===== src/rtl/core/swmm_pkg.sv =====
// ----------------------------------------------------------------------------
// swmm_pkg
// Shared constants for the sliding window min/max block.
// ----------------------------------------------------------------------------
`default_nettype none

package swmm_pkg;

  // Default depth of the sample store and default sample width
  localparam int WINDOW_MAX_DEF   = 64;
  localparam int SAMPLE_WIDTH_DEF = 32;

  // Window length register
  localparam int                  CFG_WIDTH = 7;
  localparam logic [CFG_WIDTH-1:0] CFG_RESET = 7'd1;

endpackage : swmm_pkg

`default_nettype wire


===== src/rtl/core/swmm_ram.sv =====
// ----------------------------------------------------------------------------
// swmm_ram
// Generic single-write, single-read RAM with a registered read port.
// ----------------------------------------------------------------------------
`default_nettype none

module swmm_ram #(
  parameter int WIDTH = 32,
  parameter int DEPTH = 64
) (
  input  wire logic                     clk,
  input  wire logic                     we,
  input  wire logic [$clog2(DEPTH)-1:0] waddr,
  input  wire logic [WIDTH-1:0]         wdata,
  input  wire logic [$clog2(DEPTH)-1:0] raddr,
  output logic      [WIDTH-1:0]         rdata
);

  logic [WIDTH-1:0] mem [DEPTH];

  always_ff @(posedge clk) begin
    if (we) begin
      mem[waddr] <= wdata;
    end
    rdata <= mem[raddr];
  end

endmodule : swmm_ram

`default_nettype wire


===== src/rtl/core/sliding_window_min_max.sv =====
// ----------------------------------------------------------------------------
// sliding_window_min_max
// Minimum and maximum over the last window_length samples of a stream.
// ----------------------------------------------------------------------------
// Usage:
//   Input channel (in_valid / in_stall) carries one signed sample per request
//   plus a restart flag that begins a new sequence with that sample.
//   Output channel (out_valid / out_stall) carries window_min / window_max.
//   A sample produces a result once the current sequence holds at least
//   window_length samples; earlier samples produce nothing.
//   cfg_wr_en / cfg_wr_data write window_length (0 acts as 1, values above
//   WINDOW_MAX act as WINDOW_MAX); write it only while the block is idle.
// Operation:
//   The store is one RAM with a registered read port. After a sample is
//   written, the older window_length-1 entries are read back one per cycle
//   and folded into running min/max registers. A sample that yields a
//   result keeps the block busy (in_stall high) through the scan and final
//   fold states (skipped for a window of one) and the completion state,
//   which loads the result into the output register and raises out_valid;
//   a sample that yields no result leaves the block idle.
// Reset and back-pressure:
//   Synchronous active-low reset clears fill count, write position, the
//   window length (to 1) and all control state; store contents stay
//   undefined and are never read before being written in a sequence.
//   The output register holds a result while out_stall is high; the block
//   still accepts a new request meanwhile and only waits when a second
//   result is ready before the first was taken.
// ----------------------------------------------------------------------------
`default_nettype none

module sliding_window_min_max
  import swmm_pkg::*;
#(
  parameter int WINDOW_MAX   = WINDOW_MAX_DEF,
  parameter int SAMPLE_WIDTH = SAMPLE_WIDTH_DEF
) (
  input  wire logic                           clk,
  input  wire logic                           rst_n,
  // input request channel
  input  wire logic                           in_valid,
  output logic                                in_stall,
  input  wire logic signed [SAMPLE_WIDTH-1:0] in_sample,
  input  wire logic                           in_restart_sequence,
  // result channel
  output logic                                out_valid,
  input  wire logic                           out_stall,
  output logic signed      [SAMPLE_WIDTH-1:0] out_window_min,
  output logic signed      [SAMPLE_WIDTH-1:0] out_window_max,
  // configuration
  input  wire logic                           cfg_wr_en,
  input  wire logic        [CFG_WIDTH-1:0]    cfg_wr_data
);

  localparam int AW = $clog2(WINDOW_MAX);
  localparam int LW = $clog2(WINDOW_MAX + 1);

  localparam logic [AW-1:0] LAST_ADDR = AW'(WINDOW_MAX - 1);
  localparam logic [LW-1:0] MAX_LEN   = LW'(WINDOW_MAX);

  typedef enum logic [1:0] {
    ST_IDLE,
    ST_SCAN,
    ST_LAST,
    ST_DONE
  } state_t;

  state_t                   state_r, state_nxt;
  logic [AW-1:0]            wpos_r, wpos_nxt;
  logic [LW-1:0]            fill_r, fill_nxt;
  logic [CFG_WIDTH-1:0]     wlen_r, wlen_nxt;
  logic [AW-1:0]            rd_addr_r, rd_addr_nxt;
  logic [LW-1:0]            rem_r, rem_nxt;
  logic                     rd_vld_r, rd_vld_nxt;
  logic signed [SAMPLE_WIDTH-1:0] lo_r, lo_nxt;
  logic signed [SAMPLE_WIDTH-1:0] hi_r, hi_nxt;
  logic                     out_valid_r, out_valid_nxt;
  logic signed [SAMPLE_WIDTH-1:0] out_min_r, out_min_nxt;
  logic signed [SAMPLE_WIDTH-1:0] out_max_r, out_max_nxt;

  logic                     ram_we;
  logic [AW-1:0]            ram_waddr;
  logic signed [SAMPLE_WIDTH-1:0] ram_rdata;

  logic [LW-1:0]            len_eff;
  logic [AW-1:0]            pos;
  logic [LW-1:0]            fill_new;
  logic signed [SAMPLE_WIDTH-1:0] lo_fold, hi_fold;

  swmm_ram #(
    .WIDTH (SAMPLE_WIDTH),
    .DEPTH (WINDOW_MAX)
  ) u_store (
    .clk   (clk),
    .we    (ram_we),
    .waddr (ram_waddr),
    .wdata (in_sample),
    .raddr (rd_addr_r),
    .rdata (ram_rdata)
  );

  // Clamp the configured length into 1..WINDOW_MAX
  always_comb begin
    if (wlen_r == '0) begin
      len_eff = LW'(1);
    end else if (int'(wlen_r) > WINDOW_MAX) begin
      len_eff = MAX_LEN;
    end else begin
      len_eff = LW'(wlen_r);
    end
  end

  // A restart puts the sample in slot zero and makes it the first of the sequence
  assign pos      = in_restart_sequence ? '0 : wpos_r;
  assign fill_new = in_restart_sequence ? LW'(1)
                  : ((fill_r < MAX_LEN) ? fill_r + LW'(1) : fill_r);

  // Fold the word coming back from the store into the running extremes
  assign lo_fold = (ram_rdata < lo_r) ? ram_rdata : lo_r;
  assign hi_fold = (ram_rdata > hi_r) ? ram_rdata : hi_r;

  always_comb begin
    state_nxt     = state_r;
    wpos_nxt      = wpos_r;
    fill_nxt      = fill_r;
    wlen_nxt      = wlen_r;
    rd_addr_nxt   = rd_addr_r;
    rem_nxt       = rem_r;
    rd_vld_nxt    = rd_vld_r;
    lo_nxt        = lo_r;
    hi_nxt        = hi_r;
    out_valid_nxt = out_valid_r;
    out_min_nxt   = out_min_r;
    out_max_nxt   = out_max_r;
    ram_we        = 1'b0;
    ram_waddr     = pos;

    if (cfg_wr_en) begin
      wlen_nxt = cfg_wr_data;
    end

    // Drop the held result once the receiver takes it
    if (out_valid_r && !out_stall) begin
      out_valid_nxt = 1'b0;
    end

    case (state_r)
      ST_IDLE: begin
        if (in_valid) begin
          // Store the sample and advance the write position
          ram_we      = 1'b1;
          wpos_nxt    = (pos == LAST_ADDR) ? '0 : pos + AW'(1);
          fill_nxt    = fill_new;
          lo_nxt      = in_sample;
          hi_nxt      = in_sample;
          rd_addr_nxt = (pos == '0) ? LAST_ADDR : pos - AW'(1);
          rem_nxt     = len_eff - LW'(1);
          rd_vld_nxt  = 1'b0;
          if (fill_new >= len_eff) begin
            state_nxt = (len_eff == LW'(1)) ? ST_DONE : ST_SCAN;
          end
        end
      end
      ST_SCAN: begin
        // Issue one read per cycle, walking back through older entries
        rd_addr_nxt = (rd_addr_r == '0) ? LAST_ADDR : rd_addr_r - AW'(1);
        rem_nxt     = rem_r - LW'(1);
        rd_vld_nxt  = 1'b1;
        if (rd_vld_r) begin
          lo_nxt = lo_fold;
          hi_nxt = hi_fold;
        end
        if (rem_r == LW'(1)) begin
          state_nxt = ST_LAST;
        end
      end
      ST_LAST: begin
        // Fold the final read
        lo_nxt     = lo_fold;
        hi_nxt     = hi_fold;
        rd_vld_nxt = 1'b0;
        state_nxt  = ST_DONE;
      end
      ST_DONE: begin
        // Hold until the output register is free
        if (!out_valid_r || !out_stall) begin
          out_valid_nxt = 1'b1;
          out_min_nxt   = lo_r;
          out_max_nxt   = hi_r;
          state_nxt     = ST_IDLE;
        end
      end
      default: begin
        state_nxt = ST_IDLE;
      end
    endcase
  end

  always_ff @(posedge clk) begin
    if (!rst_n) begin
      state_r     <= ST_IDLE;
      wpos_r      <= '0;
      fill_r      <= '0;
      wlen_r      <= CFG_RESET;
      rem_r       <= '0;
      rd_vld_r    <= 1'b0;
      out_valid_r <= 1'b0;
    end else begin
      state_r     <= state_nxt;
      wpos_r      <= wpos_nxt;
      fill_r      <= fill_nxt;
      wlen_r      <= wlen_nxt;
      rem_r       <= rem_nxt;
      rd_vld_r    <= rd_vld_nxt;
      out_valid_r <= out_valid_nxt;
    end
    rd_addr_r <= rd_addr_nxt;
    lo_r      <= lo_nxt;
    hi_r      <= hi_nxt;
    out_min_r <= out_min_nxt;
    out_max_r <= out_max_nxt;
  end

  assign in_stall       = (state_r != ST_IDLE);
  assign out_valid      = out_valid_r;
  assign out_window_min = out_min_r;
  assign out_window_max = out_max_r;

  // A new result only ever comes from the completion state
  a_result_from_done: assert property (@(posedge clk) disable iff (!rst_n)
    (out_valid_r && !$past(out_valid_r)) |-> ($past(state_r) == ST_DONE))
    else $error("result loaded outside completion state");

  // The scan never runs with no reads left to issue
  a_scan_has_work: assert property (@(posedge clk) disable iff (!rst_n)
    (state_r == ST_SCAN) |-> (rem_r != '0))
    else $error("scan state with zero remaining reads");

  // The final fold always sees valid read data
  a_last_has_data: assert property (@(posedge clk) disable iff (!rst_n)
    (state_r == ST_LAST) |-> rd_vld_r)
    else $error("final fold without read data");

  // Fill count saturates at the store depth
  a_fill_bound: assert property (@(posedge clk) disable iff (!rst_n)
    int'(fill_r) <= WINDOW_MAX)
    else $error("fill count beyond store depth");

  // An unaccepted result is never overwritten
  a_no_overwrite: assert property (@(posedge clk) disable iff (!rst_n)
    (out_valid_r && out_stall) |=> (out_valid_r && $stable(out_min_r) && $stable(out_max_r)))
    else $error("pending result overwritten");

endmodule : sliding_window_min_max

`default_nettype wire

===== config.mk =====
export PLATFORM = sky130hd
export DESIGN_NAME = sliding_window_min_max
export DESIGN_NICKNAME = d
export VERILOG_FILES = /design/src/rtl/core/swmm_pkg.sv /design/src/rtl/core/swmm_ram.sv /design/src/rtl/core/sliding_window_min_max.sv
export SDC_FILE = /design/constraint.sdc
export NUM_CORES = 2
export LEC_CHECK = 0
export ABC_CLOCK_PERIOD_IN_PS = 8950
export BUFFER_PORTS_ARGS = -buffer_cell sky130_fd_sc_hd__buf_2
export CORE_ASPECT_RATIO = 1.4
export CORE_MARGIN = 3
export CORE_UTILIZATION = 30
export CTS_CLUSTER_SIZE = 25
export DETAILED_ROUTE_END_ITERATION = 10
export GPL_TIMING_DRIVEN = 1
export PLACE_DENSITY = 0.51
export SLEW_MARGIN = 20
export SYNTH_ARGS = -nofsm -noshare
export SYNTH_HDL_FRONTEND = slang
export SYNTH_HIERARCHICAL = 1
export SYNTH_SLANG_ARGS = --single-unit
export TNS_END_PERCENT = 10

===== constraint.sdc =====
create_clock -name clk -period 8.95 [get_ports clk]
set_clock_uncertainty 0.15 [all_clocks]
set_input_delay 0.895 -clock clk [delete_from_list [all_inputs] [get_ports clk]]
set_output_delay 0.895 -clock clk [all_outputs]
set_load 0.01 [all_outputs]

# [Word level (Yosys, flattened, before mapping)]
# Memory sizes are Yosys's and may differ from the RTL's. A register that Yosys moved wholly into a read port is not among the register bits.
# Cells that the tools add are included.
[totals] ff_bits=165 ram_bits=2048 input_bits=45 output_inout_bits=66 wordCells=86 memories=1
[op_classes] n_addsub=6 order_cmp=5 eq_ne=11 mux=34 reduce_logical=17
[memory_table] name="u_store.mem" words=64 width=32 read_ports=1 rd_ports_with_merged_regs=1 write_ports=1 line_no="swmm_ram.sv:19" text="logic [WIDTH-1:0] mem [DEPTH];"
[ops] cell="one-hot mux 32 bit (3 select lines)" count=2
[ops] cell="two-way mux 32 bit" count=5
[ops] cell="two-way mux 7 bit" count=5
[ops] cell="greater-than comparator 32 bit" count=1
[ops] cell="< comparator 32 bit" count=1
[ops] cell="two-way mux 6 bit" count=5
[ops] cell="equality test 7 x 1 -> 1 bit (second input constant)" count=2
[ops] cell="one-hot mux 7 bit (2 select lines)" count=1
[ops] cell="subtractor 7 x 1 -> 7 bit (second input constant)" count=2
[ops] cell="logical NOT 6 bit" count=2
[ops] cell="one-hot mux 6 bit (2 select lines)" count=1
[ops] cell="subtractor 6 x 1 -> 6 bit (second input constant)" count=2
[ops] cell="two-way mux 2 bit" count=5
[ops] cell="inequality test 2 bit (second input constant)" count=5
[ops] cell="two-way mux 1 bit" count=8
[ops] cell="one-hot mux 2 bit (4 select lines)" count=1
[ops] cell="AND reduction 2 bit" count=4
[ops] cell="adder 7 x 1 -> 7 bit (second input constant)" count=1
[ops] cell=">= comparator 7 bit" count=1
[ops] cell="greater-than comparator 7 bit (second input constant)" count=1
[ops] cell="logical NOT 7 bit" count=1
[ops] cell="< comparator 7 bit (second input constant)" count=1
[ops] cell="adder 6 x 1 -> 6 bit (second input constant)" count=1
[ops] cell="equality test 6 bit (second input constant)" count=1
[ops] cell="11 further kinds" count=14

# [Depth between registers and ports, before layout]
[logic_depth] word_depth=8 mapped_depth=10 mapped_depth_nobuf=10

# [Cells and area by module]
# The synthesis kept the hierarchy.
[modules_own_cells] module="swmm_ram" n_inst=1 cells_each=3324 area_each_um2=78515.3 seq_area_each_um2=62139.6
[modules_own_cells] module="sliding_window_min_max" n_inst=1 cells_each=692 area_each_um2=8287.9 seq_area_each_um2=4644.5

# [Worst setup path after synthesis]
# OpenSTA, ideal clock, no wires.
[synth_timing] kind="input-to-reg" startpoint="in out_stall" endpoint="reg out_max_r[0] (netlist: out_window_max[0]), enable pin" setup_ns=0.584 arrival_time_ns=5.536 path_slack_ns=2.680 stages=1 n_path_buf=0 path_cell_list="a21boi_0"
[synth_via] elab_chain_cells=3
[synth_rtl] item="from (decl)" line_no="sliding_window_min_max.sv:46" text="input wire logic out_stall,"
[synth_rtl] item="logical NOT 1 bit" line_no="sliding_window_min_max.sv:185" text="if (!out_valid_r || !out_stall) begin"
[synth_rtl] item="logical OR 1 bit" line_no="sliding_window_min_max.sv:185"
[synth_rtl] item="AND reduction 2 bit (no line)"
[synth_rtl] item="to (signal assigned)" line_no="sliding_window_min_max.sv:220" text="out_max_r <= out_max_nxt;"
[synth_rtl] item="to (decl)" line_no="sliding_window_min_max.sv:78" text="logic signed [SAMPLE_WIDTH-1:0] out_max_r, out_max_nxt;"
# No other way between the ends.
# A chain may end at the register's enable or synchronous reset.

==> impl_metrics.json <==
{
  "hold_buffers": 0,
  "routed_via_density": 5.05,
  "ys.flop_type": "edfxtp_1",
  "antenna_found_initial": 14,
  "clockBufferDepth": 4,
  "gp_congestion": 0.819,
  "cts-resized-gates": 0,
  "areaGrowthSynthToFinish_pct": 14.3,
  "nets": 4419,
  "root_buffer": "clkbuf_16",
  "overflow": 0,
  "crit_fanout": 31,
  "insertion_delay_ns": 0.86,
  "clk_pin_slew_ns": 0.06,
  "synth_enable_flop_cells": 2182,
  "clock_sinks": 2245,
  "final_layout_size_suffix_gt1_frac": 0.270,
  "final.setup.tns_ns": 0,
  "syn-cell-area_mm2": 0.0868,
  "timing.hold.ws_ns": 0.135,
  "drc": 0,
  "routedWlPerCell_um": 29.1,
  "rows": 233,
  "grt_pass1_vias": 43100,
  "synth_cell_type_count": 70,
  "finalWirelength_mm": 239,
  "syn_area_per_cell_um2": 21.6,
  "finalCriticalPeriod_ns": 4.41,
  "instances_no_fill": 8214,
  "status": "completed",
  "rsz0062_at_grt": "false",
  "boundaryPins": 111,
  "yosysWarnings": 6,
  "die_x_um": 461,
  "cap_violations": 0,
  "crit_required_ns": 9.49,
  "grt_max_degree": 104,
  "worst_pin_slew_ns": 1.13,
  "final_cell_mix": "2182 x edfxtp_1, 544 x mux4_2, 213 x clkbuf_16",
  "synthCells": 4016,
  "p_per_area_mw_per_mm2": 258,
  "cpPeakStageDelay_ns": 0.92,
  "fmax_ghz": 0.227,
  "initialDrtViolationCount": 3379,
  "vias": 41500,
  "place_hpwl_mm": 138,
  "timing.final.crit_share": 0.493,
  "mappedNetlistNets": 4146,
  "post_cts_buffers": 0,
  "grt_pass1_wl_mm": 335,
  "drtAntennaViolNets": 0,
  "ys_ff_latch": 2245,
  "io_buffers": 110,
  "final_max_slew_viol_count": 0,
  "final_common_cell": "edfxtp_1",
  "path_class": "flip-flop to flip-flop",
  "irDropWorstVdd_mv": 0.167,
  "track_usage": 0.159,
  "cpMaxStageDelayCell": "edfxtp_1",
  "arrival_ns": 4.95,
  "cp-end-kind": "flip-flop",
  "hold_path_class": "input port to flip-flop",
  "relSlewSlack": 0.246,
  "finalHoldViolations": 0,
  "setup_viol": 0,
  "cp-start-kind": "flip-flop",
  "die-area_mm2": 0.296,
  "die_height_um": 642,
  "drtPass1Iterations": 5,
  "htree_levels": 4,
  "start_util": 0.302,
  "crit_chain": "buf_4 -> buf_4 -> mux4_2 -> mux4_2 -> o22ai_1 -> nor2_1",
  "p_leak_uw": 0.0316,
  "ys_seq_area_frac": 0.769,
  "cts_tree": "yes",
  "synthArstFlopShare": 0,
  "dp_cells": 7836,
  "cts_buffers": 211,
  "core_mm2": 0.288
}
stage by stage:
| stage | instance area (um2) | total power, uW | util | setup slack, ns |
|---|---|---|---|---|
| finish | 99200 | 25600 | 0.345 | 4.54 |
| floorplan | 86800 | 15500 | - | 2.68 |
| global route | 99200 | 26600 | 0.345 | 4.13 |
| detailed placement | 92800 | 17400 | 0.322 | 4.28 |
| CTS | 99200 | 26000 | 0.345 | 4.45 |
| global placement | 92800 | 17300 | 0.322 | 4.31 |
registers in the layout (all words and copies together) (netlist names):
signal,count
fill_r,7
hi_r,32
lo_r,32
out_valid,1
out_window_max,32
out_window_min,32
rd_addr_r,6
rd_vld_r,1
rem_r,7
state_r,2
u_store/mem,2048
u_store/rdata,32
wlen_r,7
wpos_r,6
cell families after synthesis:
logic type	share of synthesized area
AOI/OAI and AO/OA	0.0238
and+or+nand+nor	0.0213
buffers and inverters	0.0145
DFF	0.769
adders and majority gates	0.0123
muxes	0.157
xor gates and xnor gates	0.00151
report_power, final:
group          internal (uW)  total, uW  leakage (uW)  switching [uW]
clock                   4760       8600       0.00315            3840
sequential             12100      12400        0.0202             349
combinational           1880       4590       0.00829            2710
final cells by class:
| cell class | count | area (um2) |
|---|---|---|
| diodes | 3 | 7.51 |
| clock buffers | 257 | 5510 |
| clock inverters | 118 | 917 |
| fillers | 26600 | 189000 |
| inverters | 82 | 308 |
| multi-input cells | 1493 | 19300 |
| flip-flops and latches | 2245 | 66800 |
| well taps | 3760 | 4700 |
| repair buffers | 256 | 1730 |
worst max-delay path, delay by kind of cell (launching register included):
kind	cells	cell delay, ns
AND/OR/NAND/NOR	1	0.17
multiplexers	2	1.20
flip-flops	1	0.92
AO/OA/AOI/OAI	1	0.66
buffers and inverters	2	1.05
worst paths after layout:
| check | endpoint | slack (ns) | cells after the start | startpoint |
|---|---|---|---|---|
| worst max-delay path | u_store/rdata[29] | 4.54 | 6 | rd_addr_r[0] |
| worst min-delay path | wlen_r[2] | 0.14 | 3 | cfg_wr_data[2] |
| worst max register to register | u_store/rdata[29] | 4.54 | 6 | rd_addr_r[0] |
| worst min register to register | out_window_min[21] | 0.31 | 0 | lo_r[21] |
synthesized netlist by cell type (6+ instances only):
master / number / area [um2]
inv_1: 76 / 285
nand3_1: 14 / 70.1
o22ai_1: 85 / 532
xor2_1: 6 / 52.6
nand3b_1: 7 / 52.6
nor2_1: 176 / 661
nor3_1: 21 / 105
nand2b_1: 13 / 81.3
mux4_2: 544 / 12300
a311oi_1: 9 / 78.8
mux2i_1: 103 / 1030
a22oi_1: 18 / 135
a21oi_1: 111 / 556
or3_1: 9 / 56.3
and3_1: 7 / 43.8
o21ai_0: 20 / 100
nand4_1: 11 / 68.8
nor2b_1: 19 / 119
dfxtp_1: 63 / 1260
buf_1: 23 / 86.3
xnor2_1: 9 / 78.8
a211oi_1: 6 / 45.0
nand2_1: 87 / 327
mux2_2: 32 / 360
ha_1: 85 / 1060
buf_4: 26 / 195
buf_2: 59 / 295
clkbuf_1: 82 / 308
edfxtp_1: 2182 / 65500
o221ai_1: 27 / 236
routing by layer:
metal | vias up | wire (um) | GRT usage
li1 | 17300 | - | -
met4 | 2 | 8410 | 0.0538
met1 | 22700 | 91900 | 0.195
met3 | 360 | 11200 | 0.0199
met5 | - | 13 | 0
met2 | 1144 | 128000 | 0.288
Note: power is estimated with default switching activity, not from simulation.
